**src/rtl/assert_macros.svh**
```systemverilog
// Assertion macros shared by the rectangle sparse table RTL.
// Included by files that carry concurrent assertions.
`ifndef ASSERT_MACROS_SVH
`define ASSERT_MACROS_SVH

// Implication checked every clock, disabled in reset.
`define CHK_IMPL(label, clk, rst, ante, cons, msg) \
   label: assert property (@(posedge clk) disable iff (rst) (ante) |-> (cons)) \
      else $error(msg);

// Next-cycle implication, disabled in reset.
`define CHK_NEXT(label, clk, rst, ante, cons, msg) \
   label: assert property (@(posedge clk) disable iff (rst) (ante) |=> (cons)) \
      else $error(msg);

`endif

```
**src/rtl/rist_pkg.sv**
```systemverilog
// Package for the rectangle-intersection sparse table: sizes, types, helpers.
// No dependencies.
`default_nettype none
package rist_pkg;
   localparam int MAX_ROWS   = 32;
   localparam int MAX_COLS   = 32;
   localparam int COORD_BITS = 32;
   localparam int ROW_BITS   = (MAX_ROWS > 1) ? $clog2(MAX_ROWS) : 1;
   localparam int COL_BITS   = (MAX_COLS > 1) ? $clog2(MAX_COLS) : 1;
   localparam int ROW_LEVELS = $clog2(MAX_ROWS + 1);
   localparam int COL_LEVELS = $clog2(MAX_COLS + 1);
   localparam int RL_BITS    = (ROW_LEVELS > 1) ? $clog2(ROW_LEVELS) : 1;
   localparam int CL_BITS    = (COL_LEVELS > 1) ? $clog2(COL_LEVELS) : 1;
   localparam int DIM_BITS   = 6;
   localparam int ADDR_BITS  = RL_BITS + CL_BITS + ROW_BITS + COL_BITS;
   localparam int PADDR_BITS = 3;

   localparam logic [PADDR_BITS-1:0] REG_ROWS = 3'd0;
   localparam logic [PADDR_BITS-1:0] REG_COLS = 3'd4;

   typedef struct packed {
      logic signed [31:0] lx;
      logic signed [31:0] ly;
      logic signed [31:0] hx;
      logic signed [31:0] hy;
   } rect_type;

   typedef enum logic [3:0] {
      ST_IDLE, ST_LOAD, ST_BRD_A, ST_BRD_B, ST_BWAIT, ST_BWR,
      ST_QRD, ST_QWAIT, ST_QMUL, ST_QOUT
   } state_type;

   // Table control from the sequencer for loads, the build sweep and queries.
   typedef struct packed {
      logic             wr_en;
      logic [ADDR_BITS-1:0] wr_addr;
      logic [ADDR_BITS-1:0] rd_addr;
      logic             acc_clr;
      logic             acc_en;
   } tbl_ctl_type;

   function automatic logic [ADDR_BITS-1:0] slot(input logic [RL_BITS-1:0] h,
      input logic [CL_BITS-1:0] w, input logic [ROW_BITS-1:0] i,
      input logic [COL_BITS-1:0] j);
      slot = {h, w, i, j};
   endfunction

   function automatic rect_type merge(input rect_type a, input rect_type b);
      merge.lx = (a.lx > b.lx) ? a.lx : b.lx;
      merge.ly = (a.ly > b.ly) ? a.ly : b.ly;
      merge.hx = (a.hx < b.hx) ? a.hx : b.hx;
      merge.hy = (a.hy < b.hy) ? a.hy : b.hy;
   endfunction

   function automatic logic signed [31:0] coord(input logic [31:0] raw);
      coord = 32'(signed'(raw[COORD_BITS-1:0]));
   endfunction

   // floor(log2(v)) for v >= 1, v up to 2^DIM_BITS-1.
   function automatic logic [DIM_BITS-1:0] flog2(input logic [DIM_BITS-1:0] v);
      logic [DIM_BITS-1:0] r;
      r = '0;
      for (int k = 1; k < DIM_BITS; k++) begin
         if (v[k]) r = DIM_BITS'(k);
      end
      flog2 = r;
   endfunction
endpackage
`default_nettype wire

```
**src/rtl/rist_ctrl.sv**
```systemverilog
// Sequencer for loads, table build sweep and queries.
// Depends on rist_pkg and assert_macros.svh.
`default_nettype none
module rist_ctrl (
   input  wire logic                clock,
   input  wire logic                reset,
   input  wire logic                req_valid,
   output logic                     req_stall,
   input  wire logic                req_kind,
   input  wire logic [4:0]          req_row_a,
   input  wire logic [4:0]          req_col_a,
   input  wire logic [4:0]          req_row_b,
   input  wire logic [4:0]          req_col_b,
   input  wire logic                req_last_load,
   input  wire logic [rist_pkg::DIM_BITS-1:0] rows,
   input  wire logic [rist_pkg::DIM_BITS-1:0] cols,
   input  wire logic                cfg_write,
   output rist_pkg::tbl_ctl_type    ctl,
   output logic                     wr_sel_load,
   output logic                     load_capture,
   output logic                     rsp_valid,
   input  wire logic                rsp_stall,
   output logic                     rsp_bad,
   output logic                     rsp_take_acc
);
   import rist_pkg::*;

   state_type state_ff, state_in;
   logic ready_ff, ready_in;
   logic [RL_BITS-1:0] h_ff, h_in, lh_ff, lh_in;
   logic [CL_BITS-1:0] w_ff, w_in, lw_ff, lw_in;
   logic [ROW_BITS-1:0] i_ff, i_in, qi_ff, qi_in, qre_ff, qre_in;
   logic [COL_BITS-1:0] j_ff, j_in, qj_ff, qj_in, qce_ff, qce_in;
   logic [1:0] k_ff, k_in;
   logic bad_ff, bad_in, ldok_ff, ldok_in, last_ff, last_in, valid_ff, valid_in;
   logic [ROW_BITS-1:0] lrow_ff, lrow_in;
   logic [COL_BITS-1:0] lcol_ff, lcol_in;

   logic accept;
   logic [DIM_BITS:0] i_end, j_end;
   logic [4:0] r1, r2, c1, c2;
   logic [DIM_BITS-1:0] qh, qw;
   logic [5:0] re, ce;
   logic i_last, j_last, w_last;

   assign accept = req_valid && !req_stall;

   // query bound decoding
   always_comb begin
      r1 = (req_row_a < req_row_b) ? req_row_a : req_row_b;
      r2 = (req_row_a < req_row_b) ? req_row_b : req_row_a;
      c1 = (req_col_a < req_col_b) ? req_col_a : req_col_b;
      c2 = (req_col_a < req_col_b) ? req_col_b : req_col_a;
      qh = flog2(DIM_BITS'(r2 - r1) + 1'b1);
      qw = flog2(DIM_BITS'(c2 - c1) + 1'b1);
      re = 6'(r2) + 6'd1 - (6'd1 << qh);
      ce = 6'(c2) + 6'd1 - (6'd1 << qw);
   end

   // build sweep bounds: i + 2^h <= rows, j + 2^w <= cols
   always_comb begin
      i_end  = (DIM_BITS+1)'(rows) - ((DIM_BITS+1)'(1) << h_ff);
      j_end  = (DIM_BITS+1)'(cols) - ((DIM_BITS+1)'(1) << w_ff);
      i_last = (DIM_BITS+1)'(i_ff) >= i_end;
      j_last = (DIM_BITS+1)'(j_ff) >= j_end;
      w_last = w_ff == lw_ff;
   end

   // next state
   always_comb begin
      state_in = state_ff;
      unique case (state_ff)
         ST_IDLE: begin
            if (accept) state_in = req_kind ? ST_QRD : ST_LOAD;
         end
         ST_LOAD: begin
            if (!last_ff) state_in = ST_IDLE;
            else if (lh_ff == '0 && lw_ff == '0) state_in = ST_IDLE;
            else state_in = ST_BRD_A;
         end
         ST_BRD_A: state_in = ST_BRD_B;
         ST_BRD_B: state_in = ST_BWAIT;
         ST_BWAIT: state_in = ST_BWR;
         ST_BWR: begin
            if (j_last && i_last && w_last && h_ff == lh_ff) state_in = ST_IDLE;
            else state_in = ST_BRD_A;
         end
         ST_QRD: begin
            if (bad_ff) state_in = ST_QOUT;
            else if (k_ff == 2'd3) state_in = ST_QWAIT;
         end
         ST_QWAIT: state_in = ST_QMUL;
         ST_QMUL: state_in = ST_QOUT;
         ST_QOUT: begin
            if (!rsp_stall) state_in = ST_IDLE;
         end
         default: state_in = ST_IDLE;
      endcase
   end

   // datapath and counters
   always_comb begin
      h_in = h_ff; w_in = w_ff; i_in = i_ff; j_in = j_ff; k_in = k_ff;
      lh_in = lh_ff; lw_in = lw_ff; qi_in = qi_ff; qj_in = qj_ff;
      qre_in = qre_ff; qce_in = qce_ff; bad_in = bad_ff; ldok_in = ldok_ff;
      last_in = last_ff; lrow_in = lrow_ff; lcol_in = lcol_ff; ready_in = ready_ff;
      valid_in = valid_ff;
      ctl = '0;
      wr_sel_load = 1'b0;
      load_capture = 1'b0;
      rsp_take_acc = 1'b0;
      if (cfg_write) ready_in = 1'b0;
      unique case (state_ff)
         ST_IDLE: begin
            if (accept) begin
               load_capture = !req_kind;
               lrow_in = ROW_BITS'(req_row_a);
               lcol_in = COL_BITS'(req_col_a);
               ldok_in = (6'(req_row_a) < rows) && (6'(req_col_a) < cols);
               last_in = req_last_load;
               lh_in = RL_BITS'(flog2(rows));
               lw_in = CL_BITS'(flog2(cols));
               qi_in = ROW_BITS'(r1); qj_in = COL_BITS'(c1);
               qre_in = ROW_BITS'(re); qce_in = COL_BITS'(ce);
               h_in = RL_BITS'(qh); w_in = CL_BITS'(qw);
               bad_in = !ready_ff || (6'(r2) >= rows) || (6'(c2) >= cols);
               k_in = '0;
               if (!req_kind) ready_in = 1'b0;
            end
         end
         ST_LOAD: begin
            ctl.wr_en = ldok_ff;
            ctl.wr_addr = slot('0, '0, lrow_ff, lcol_ff);
            wr_sel_load = 1'b1;
            h_in = '0; w_in = CL_BITS'(1); i_in = '0; j_in = '0;
            if (lw_ff == '0) begin
               h_in = RL_BITS'(1);
               w_in = '0;
            end
            if (last_ff && lh_ff == '0 && lw_ff == '0) ready_in = 1'b1;
         end
         ST_BRD_A: begin
            if (h_ff != '0)
               ctl.rd_addr = slot(h_ff - 1'b1, w_ff, i_ff, j_ff);
            else
               ctl.rd_addr = slot(h_ff, w_ff - 1'b1, i_ff, j_ff);
         end
         ST_BRD_B: begin
            if (h_ff != '0)
               ctl.rd_addr = slot(h_ff - 1'b1, w_ff,
                  i_ff + ROW_BITS'(1 << (h_ff - 1'b1)), j_ff);
            else
               ctl.rd_addr = slot(h_ff, w_ff - 1'b1, i_ff,
                  j_ff + COL_BITS'(1 << (w_ff - 1'b1)));
            ctl.acc_clr = 1'b1;
         end
         ST_BWAIT: begin
            ctl.acc_en = 1'b1;
         end
         ST_BWR: begin
            ctl.wr_en = 1'b1;
            ctl.wr_addr = slot(h_ff, w_ff, i_ff, j_ff);
            ctl.acc_en = 1'b0;
            // write stores the held accumulator
            if (!j_last) j_in = j_ff + 1'b1;
            else begin
               j_in = '0;
               if (!i_last) i_in = i_ff + 1'b1;
               else begin
                  i_in = '0;
                  if (!w_last) w_in = w_ff + 1'b1;
                  else begin
                     w_in = '0;
                     h_in = h_ff + 1'b1;
                     if (h_ff == lh_ff) ready_in = 1'b1;
                  end
               end
            end
         end
         ST_QRD: begin
            unique case (k_ff)
               2'd0: ctl.rd_addr = slot(h_ff, w_ff, qi_ff, qj_ff);
               2'd1: ctl.rd_addr = slot(h_ff, w_ff, qre_ff, qce_ff);
               2'd2: ctl.rd_addr = slot(h_ff, w_ff, qi_ff, qce_ff);
               default: ctl.rd_addr = slot(h_ff, w_ff, qre_ff, qj_ff);
            endcase
            ctl.acc_clr = k_ff == 2'd1;
            ctl.acc_en = k_ff > 2'd1;
            k_in = k_ff + 1'b1;
            if (bad_ff) valid_in = 1'b1;
         end
         ST_QWAIT: ctl.acc_en = 1'b1;
         ST_QMUL: begin
            ctl.acc_en = 1'b1;
            rsp_take_acc = 1'b1;
            valid_in = 1'b1;
         end
         ST_QOUT: begin
            if (!rsp_stall) valid_in = 1'b0;
         end
         default: ;
      endcase
   end

   // outputs
   always_comb begin
      req_stall = state_ff != ST_IDLE;
      rsp_valid = valid_ff;
      rsp_bad   = bad_ff;
   end

   always_ff @(posedge clock) begin
      if (reset) begin
         state_ff <= ST_IDLE;
         ready_ff <= 1'b0;
         valid_ff <= 1'b0;
      end else begin
         state_ff <= state_in;
         ready_ff <= ready_in;
         valid_ff <= valid_in;
      end
      h_ff <= h_in; w_ff <= w_in; i_ff <= i_in; j_ff <= j_in; k_ff <= k_in;
      lh_ff <= lh_in; lw_ff <= lw_in; qi_ff <= qi_in; qj_ff <= qj_in;
      qre_ff <= qre_in; qce_ff <= qce_in; bad_ff <= bad_in; ldok_ff <= ldok_in;
      last_ff <= last_in; lrow_ff <= lrow_in; lcol_ff <= lcol_in;
   end

`include "assert_macros.svh"
   `CHK_IMPL(a_valid_out, clock, reset, rsp_valid, state_ff == ST_QOUT, "result outside QOUT")
   `CHK_IMPL(a_no_wr_query, clock, reset, state_ff == ST_QRD, !ctl.wr_en, "write during query")
   `CHK_NEXT(a_load_clears, clock, reset, accept && !req_kind, !ready_ff, "load kept table ready")
endmodule
`default_nettype wire

```
**config.mk**
```make
export PLATFORM = sky130hd
export DESIGN_NAME = rist_ctrl
export DESIGN_NICKNAME = d
export VERILOG_FILES = /design/src/rtl/rist_pkg.sv /design/src/rtl/rist_ctrl.sv
export VERILOG_INCLUDE_DIRS = /design/src /design/src/rtl
export SDC_FILE = /design/constraint.sdc
export NUM_CORES = 1
export LEC_CHECK = 0
export BUFFER_PORTS_ARGS = -buffer_cell sky130_fd_sc_hd__buf_2
export CAP_MARGIN = 20
export CORE_MARGIN = 2
export CORE_UTILIZATION = 49
export CTS_CLUSTER_SIZE = 30
export DETAILED_ROUTE_END_ITERATION = 8
export PLACE_DENSITY_LB_ADDON = 0.15
export REMOVE_ABC_BUFFERS = 1
export SYNTH_ARGS = -nofsm -noshare
export SYNTH_HDL_FRONTEND = slang
export SYNTH_SLANG_ARGS = --single-unit
```
**constraint.sdc**
```tcl
create_clock -name clock -period 6.7 [get_ports clock]
set_input_delay 0.67 -clock clock [delete_from_list [all_inputs] [get_ports clock]]
set_output_delay 0.67 -clock clock [all_outputs]
set_load 0.02 [all_outputs]
```
==> results of run 1 <==
[final cells by class]
type	instances	share of cell area
multi-input combinational	548	0.5811
sequential	63	0.2539
timing repair buffer	82	0.05792
inverter	61	0.03173
clock buffer	9	0.03121
tap	172	0.02982
clock inverter	7	0.01439
[flip-flops by register name, summed over array words and instances, names as in the netlist, 2 cells and up]
signal / flops
w_ff: 3
qj_ff: 5
lh_ff: 3
lcol_ff: 5
qi_ff: 5
lrow_ff: 5
k_ff: 2
j_ff: 5
qce_ff: 5
lw_ff: 3
h_ff: 3
i_ff: 5
qre_ff: 5
state_ff: 4
[worst paths after layout]
path	depth (start not counted)	startpoint	end
setup reg to reg	16	h_ff[0]	h_ff[0]
setup / recovery	20	req_col_a[2]	qce_ff[4]
hold reg to reg	2	rsp_valid	rsp_valid
hold / removal	2	rsp_valid	rsp_valid
[where the power goes]
part | switching, uW | leakage (uW) | internal, uW | total [uW]
logic | 606 | 0.00264 | 420 | 1030
registers | 72.7 | 0.000584 | 533 | 606
clock network | 184 | 0.000161 | 330 | 514
[kinds of logic (layout without fill, tap and decap cells)]
kind of cell,count (synthesis),count (layout),share of synthesized area
AND/OR/NAND/NOR,203,203,0.1582
AO/OA/AOI/OAI,174,174,0.1842
buffers and inverters,77,159,0.04917
adder cells (fa/ha/maj),106,106,0.2188
multiplexers,25,25,0.04167
XOR/XNOR,40,40,0.05885
flip-flops,63,63,0.2891
[worst max-delay path, cell delays in order]
cell,delay [ns]
buf_2,0.14
ha_1,0.38
a21o_1,0.14
a31oi_1,0.05
o21ai_2,0.66
or3_1,0.20
o21ai_0,0.08
ha_1,0.21
fa_1,0.40
a21o_1,0.17
a21oi_1,0.41
xor2_2,0.29
and4_1,0.24
ha_1,0.20
inv_1,0.06
ha_1,0.27
a21o_1,0.17
a21oi_1,0.17
xnor2_1,0.16
xnor2_1,0.09
[metal layers]
metal  vias up  track usage  routed length, um
met2       134       0.3768               7544
met1      2556       0.3381               7690
met3        13      0.01986                816
met5         -            0                  0
li1       2649            -                  -
met4         0      0.06627                205
[placed cells by master (no fill, tap or decap), drive strengths merged, types with 9 or more instances in the layout]
cell     n
nand2   53
and2    10
nand3   14
xor2    17
o21ai   39
a21oi   38
nand2b  13
xnor2   23
clkbuf   9
inv     63
ha      98
mux2i   17
nor2b   12
buf     82
nor2    68
a22oi   12
a21o    29
o22ai   12
edfxtp  57
[metrics by stage]
stage / cells / hold WS, ns / utilization / power [uW]
finish: 942 / 0.4821 / 0.5718 / 2146
global route: 942 / 0.5411 / 0.5718 / 2294
CTS: 942 / 0.4913 / 0.5718 / 2147
detailed placement: 926 / 0.4823 / 0.5457 / 1628
global placement: 926 / 0.4643 / 0.5457 / 1594
floorplan: 672 / 0.4487 / - / 1345
==> impl_metrics.env, run 1 <==
export IMPL_status="completed"
export IMPL_overflow=0
export IMPL_synthTopCellsByCount="98 x ha_1, 68 x nor2_1, 58 x inv_1, 57 x edfxtp_1, 53 x nand2_1"
export IMPL_grtUsageTotal=0.2344
export IMPL_drcViolationCount=0
export IMPL_routedWlPerCell_um=17.26
export IMPL_relSlewSlack=0.3354
export IMPL_clock_skew_ns=0.008691
export IMPL_first_global_vias=5129
export IMPL_fillers=1158
export IMPL_place_congestion=0.9061
export IMPL_fin_tns_setup_ns=0
export IMPL_critPathCaptureType="register"
export IMPL_ys_flop_type="edfxtp_1"
export IMPL_dpl_cell_area_um2=6887
export IMPL_vias=5352
export IMPL_crit_fanout=23
export IMPL_postCtsResizedCells=0
export IMPL_cts_tree="built"
export IMPL_cts_max_path_buffers=2
export IMPL_leakage_uw=0.003387
export IMPL_grt_max_degree=40
export IMPL_yosysTopAreaCellShare=0.2701
export IMPL_ant_nets=0
export IMPL_diodes=0
export IMPL_ys_async_sr_fraction=0
export IMPL_viasPerCell=5.682
export IMPL_ys_ff_latch=63
export IMPL_fmax_ghz=0.1962
export IMPL_io_buffers=79
export IMPL_setup_viol=0
export IMPL_syn_inst=688
export IMPL_fin_nets=910
export IMPL_drive_gt1_frac=0.1701
export IMPL_holdBufCountCts=0
export IMPL_critical_path_required_ns=6.77
export IMPL_ff_latch_area_um2=1832
export IMPL_ir_drop_mv=0.1684
export IMPL_initial_core_util=0.5021
export IMPL_coreArea_um2=12620
export IMPL_cp_start_kind="input port"
export IMPL_max_cap_viol_count=0
export IMPL_htree_levels=3
export IMPL_grt_pass1_wl_mm=26.17
export IMPL_p_per_area_nw_per_um2=297.4
export IMPL_hold_viol=0
export IMPL_io_pins=80
export IMPL_period_share=0.7609
export IMPL_dieArea_um2=13860
export IMPL_final_area_um2=7216
export IMPL_die_w_um=117.7
export IMPL_preCtsSetupSlack_ns=1.271
export IMPL_fin_crit_ns=5.098
export IMPL_worst_setup_path_type="input port to register"
export IMPL_drt_iter0_drc=444
export IMPL_synthMostInstantiatedCell="ha_1"
export IMPL_multi_input_area_um2=4193
export IMPL_yosysWarnings=0
export IMPL_clkSlewWorstSetupHoldPaths_ns=0.06
export IMPL_drtPass1Iterations=5
export IMPL_cts_buffers=9
export IMPL_critical_path_arrival_ns=5.16
export IMPL_yosysTopAreaCell="edfxtp_1"
export IMPL_place_hpwl_mm=12.94
export IMPL_rsz0062_at_grt="no"
export IMPL_final_max_slew_violation_count=0
export IMPL_cts_sinks=63
export IMPL_die_h_um=117.7
export IMPL_std_cell_rows=41
export IMPL_layout_setup_ws_ns=1.602
export IMPL_synth_yosys_seq_area_share=0.2891
export IMPL_synth_cell_types=72
export IMPL_syn_avg_cell_area_um2=9.209
export IMPL_cts_root_buffer="clkbuf_16"
export IMPL_yosys_top_cells_area="edfxtp_1 27%, ha_1 19%, nor2_1 4.0%"
export IMPL_area_growth_pct=13.88
export IMPL_postCtsSetupBuffers=0
export IMPL_hp_class="register to register"
export IMPL_r2r_slack_ns=2.85
export IMPL_synth_edf_count=57
export IMPL_synth_area_um2=6336
export IMPL_worstMarginPinSlew_ns=0.9877
export IMPL_clkLatencyLatePin_ns=0.33
export IMPL_antenna_found_initial=0
export IMPL_wl_mm=16.26
(Power assumes the default switching activity.)
==> inputs of run 2 (changes only) <==
- ABC_AREA: unset -> 1
- clock period: 6.7 -> 4.6 ns (I/O delays scaled with it)
==> impl_metrics.env, run 2 <==
export IMPL_initial_core_util=0.5073
export IMPL_io_buffers=79
export IMPL_io_pins=80
export IMPL_grt_max_degree=24
export IMPL_drive_gt1_frac=0.1831
export IMPL_dieArea_um2=14110
export IMPL_die_w_um=118.8
export IMPL_grt_pass1_wl_mm=26.03
export IMPL_period_share=0.9292
export IMPL_fmax_ghz=0.2339
export IMPL_synth_cell_types=47
export IMPL_yosysTopAreaCellShare=0.2652
export IMPL_fin_nets=1124
export IMPL_routedWlPerCell_um=14.22
export IMPL_cts_buffers=9
export IMPL_critical_path_required_ns=4.69
export IMPL_overflow=0
export IMPL_clkLatencyLatePin_ns=0.34
export IMPL_cts_max_path_buffers=2
export IMPL_area_growth_pct=18.88
export IMPL_relSlewSlack=0.4166
export IMPL_first_global_vias=5260
export IMPL_ant_nets=0
export IMPL_yosysTopAreaCell="edfxtp_1"
export IMPL_synthTopCellsByCount="174 x inv_1, 160 x nand2_1, 98 x ha_1, 71 x nor2_1, 63 x o21ai_0"
export IMPL_rr_worst_depth=18
export IMPL_final_max_slew_violation_count=0
export IMPL_worstMarginPinSlew_ns=0.8742
export IMPL_coreArea_um2=12720
export IMPL_diodes=0
export IMPL_drcViolationCount=0
export IMPL_wl_mm=16.43
export IMPL_max_cap_viol_count=0
export IMPL_ys_ff_latch=63
export IMPL_antenna_found_initial=0
export IMPL_worst_setup_path_type="input port to register"
export IMPL_crit_fanout=13
export IMPL_leakage_uw=0.004028
export IMPL_clock_skew_ns=0.006306
export IMPL_synth_area_um2=6454
export IMPL_p_per_area_nw_per_um2=547.0
export IMPL_synth_yosys_seq_area_share=0.2838
export IMPL_viasPerCell=5.126
export IMPL_drt_iter0_drc=553
export IMPL_setup_viol=0
export IMPL_ys_async_sr_fraction=0
export IMPL_place_hpwl_mm=13.43
export IMPL_ir_drop_mv=0.2144
export IMPL_drtPass1Iterations=6
export IMPL_place_inst=1137
export IMPL_critPathCaptureType="register"
export IMPL_min_path_cells=1
export IMPL_final_cell_mix="174 x inv_1, 159 x nand2_1, 97 x ha_1"
export IMPL_die_h_um=118.8
export IMPL_std_cell_rows=41
export IMPL_final_cells=1155
export IMPL_cts_root_buffer="clkbuf_16"
export IMPL_syn_avg_cell_area_um2=7.575
export IMPL_cp_start_kind="input port"
export IMPL_hold_viol=0
export IMPL_layout_setup_ws_ns=0.3255
export IMPL_vias=5921
export IMPL_place_congestion=0.9376
export IMPL_synthMostInstantiatedCell="inv_1"
export IMPL_grtUsageTotal=0.2324
export IMPL_synth_edf_count=57
export IMPL_status="completed"
export IMPL_critical_path_arrival_ns=4.36
export IMPL_htree_levels=3
export IMPL_ys_flop_type="edfxtp_1"
export IMPL_final_common_cell="inv_1"
export IMPL_yosys_top_cells_area="edfxtp_1 27%, ha_1 19%, inv_1 10%"
export IMPL_yosysWarnings=0
export IMPL_clkSlewWorstSetupHoldPaths_ns=0.06
export IMPL_hp_class="input port to register"
export IMPL_cts_tree="built"
export IMPL_fin_crit_ns=4.275
export IMPL_cts_sinks=63
export IMPL_preCtsSetupSlack_ns=-0.2254
export IMPL_syn_inst=852
[run 2: logic make-up (layout without fill, tap and decap cells)]
logic type	after synthesis	after routing	share of synthesized area
and+or+nand+nor	298	298	0.1983
buffers and inverters	193	324	0.1144
xor gates and xnor gates	30	30	0.04479
AOI/OAI and AO/OA	162	162	0.1439
DFF	63	63	0.2838
adders and majority gates	106	106	0.2148
[run 2: cell type report]
| cell class | count | area, um2 |
|---|---|---|
| multi-input combinational | 596 | 3935 |
| clock inverter | 5 | 26.28 |
| inverter | 183 | 686.9 |
| clock buffer | 10 | 229.0 |
| timing repair buffer | 126 | 748.2 |
| fill | 1247 | 5050 |
| sequential | 63 | 1832 |
| tap | 172 | 215.2 |
[run 2: path summary, 6_finish.rpt]
check,start,endpoint,slack [ns]
worst max-delay path,req_col_a[2],qce_ff[4],0.33
worst min register to register,rsp_valid,rsp_valid,0.49
worst max register to register,w_ff[0],w_ff[2],0.83
worst min-delay path,req_last_load,last_ff,0.33
[run 2: layer usage]
layer	global-route usage	up-vias	wire length, um
li1	-	3054	-
met1	0.3404	2668	7820
met2	0.3599	182	7364
met3	0.02992	17	975
met4	0.06250	0	270
met5	0	-	0
[run 2: through the flow]
step                      hold WS, ns  cell area (um2)  total power [uW]   TNS [ns]    util
after detailed placement       0.4793             7343              3549    -0.2912  0.5772
final                          0.3301             7672              4197          0  0.6031
after global routing           0.3273             7672              4578   -0.04262  0.6031
after floorplan                0.4740             6402              2790    -0.2555       -
after global placement         0.4704             7343              3521  -0.004621  0.5772
after CTS                      0.3334             7599              4165          0  0.5973
[run 2: critical path, cell delays in order]
cell and delay, ns:
buf_2 0.12, ha_1 0.32, nand2_1 0.07, inv_1 0.03
o21ai_0 0.19, nand3_2 0.18, buf_4 0.23, o21ai_0 0.22
inv_1 0.07, nor2_1 0.13, ha_1 0.29, nand3_1 0.11
nand3_1 0.12, xor2_2 0.19, nor3_2 0.20, nand2_1 0.08
ha_1 0.28, ha_1 0.34, a21oi_1 0.16, nand2_1 0.08
xor2_1 0.15, xor2_1 0.17, xor2_1 0.17
[run 2: where the power goes]
part           switching [uW]  internal, uW  leakage (uW)  total [uW]
Combinational            1630           910       0.00332        2540
Sequential                143           914      0.000584        1060
Clock                     246           356      0.000126         602
Total                    2020          2180       0.00403        4200
[run 2: timing repair]
action	CTS	global route
setup buffers	0	3
resized for setup	0	14
hold buffers	0	0
setup endpoints to repair	0	4
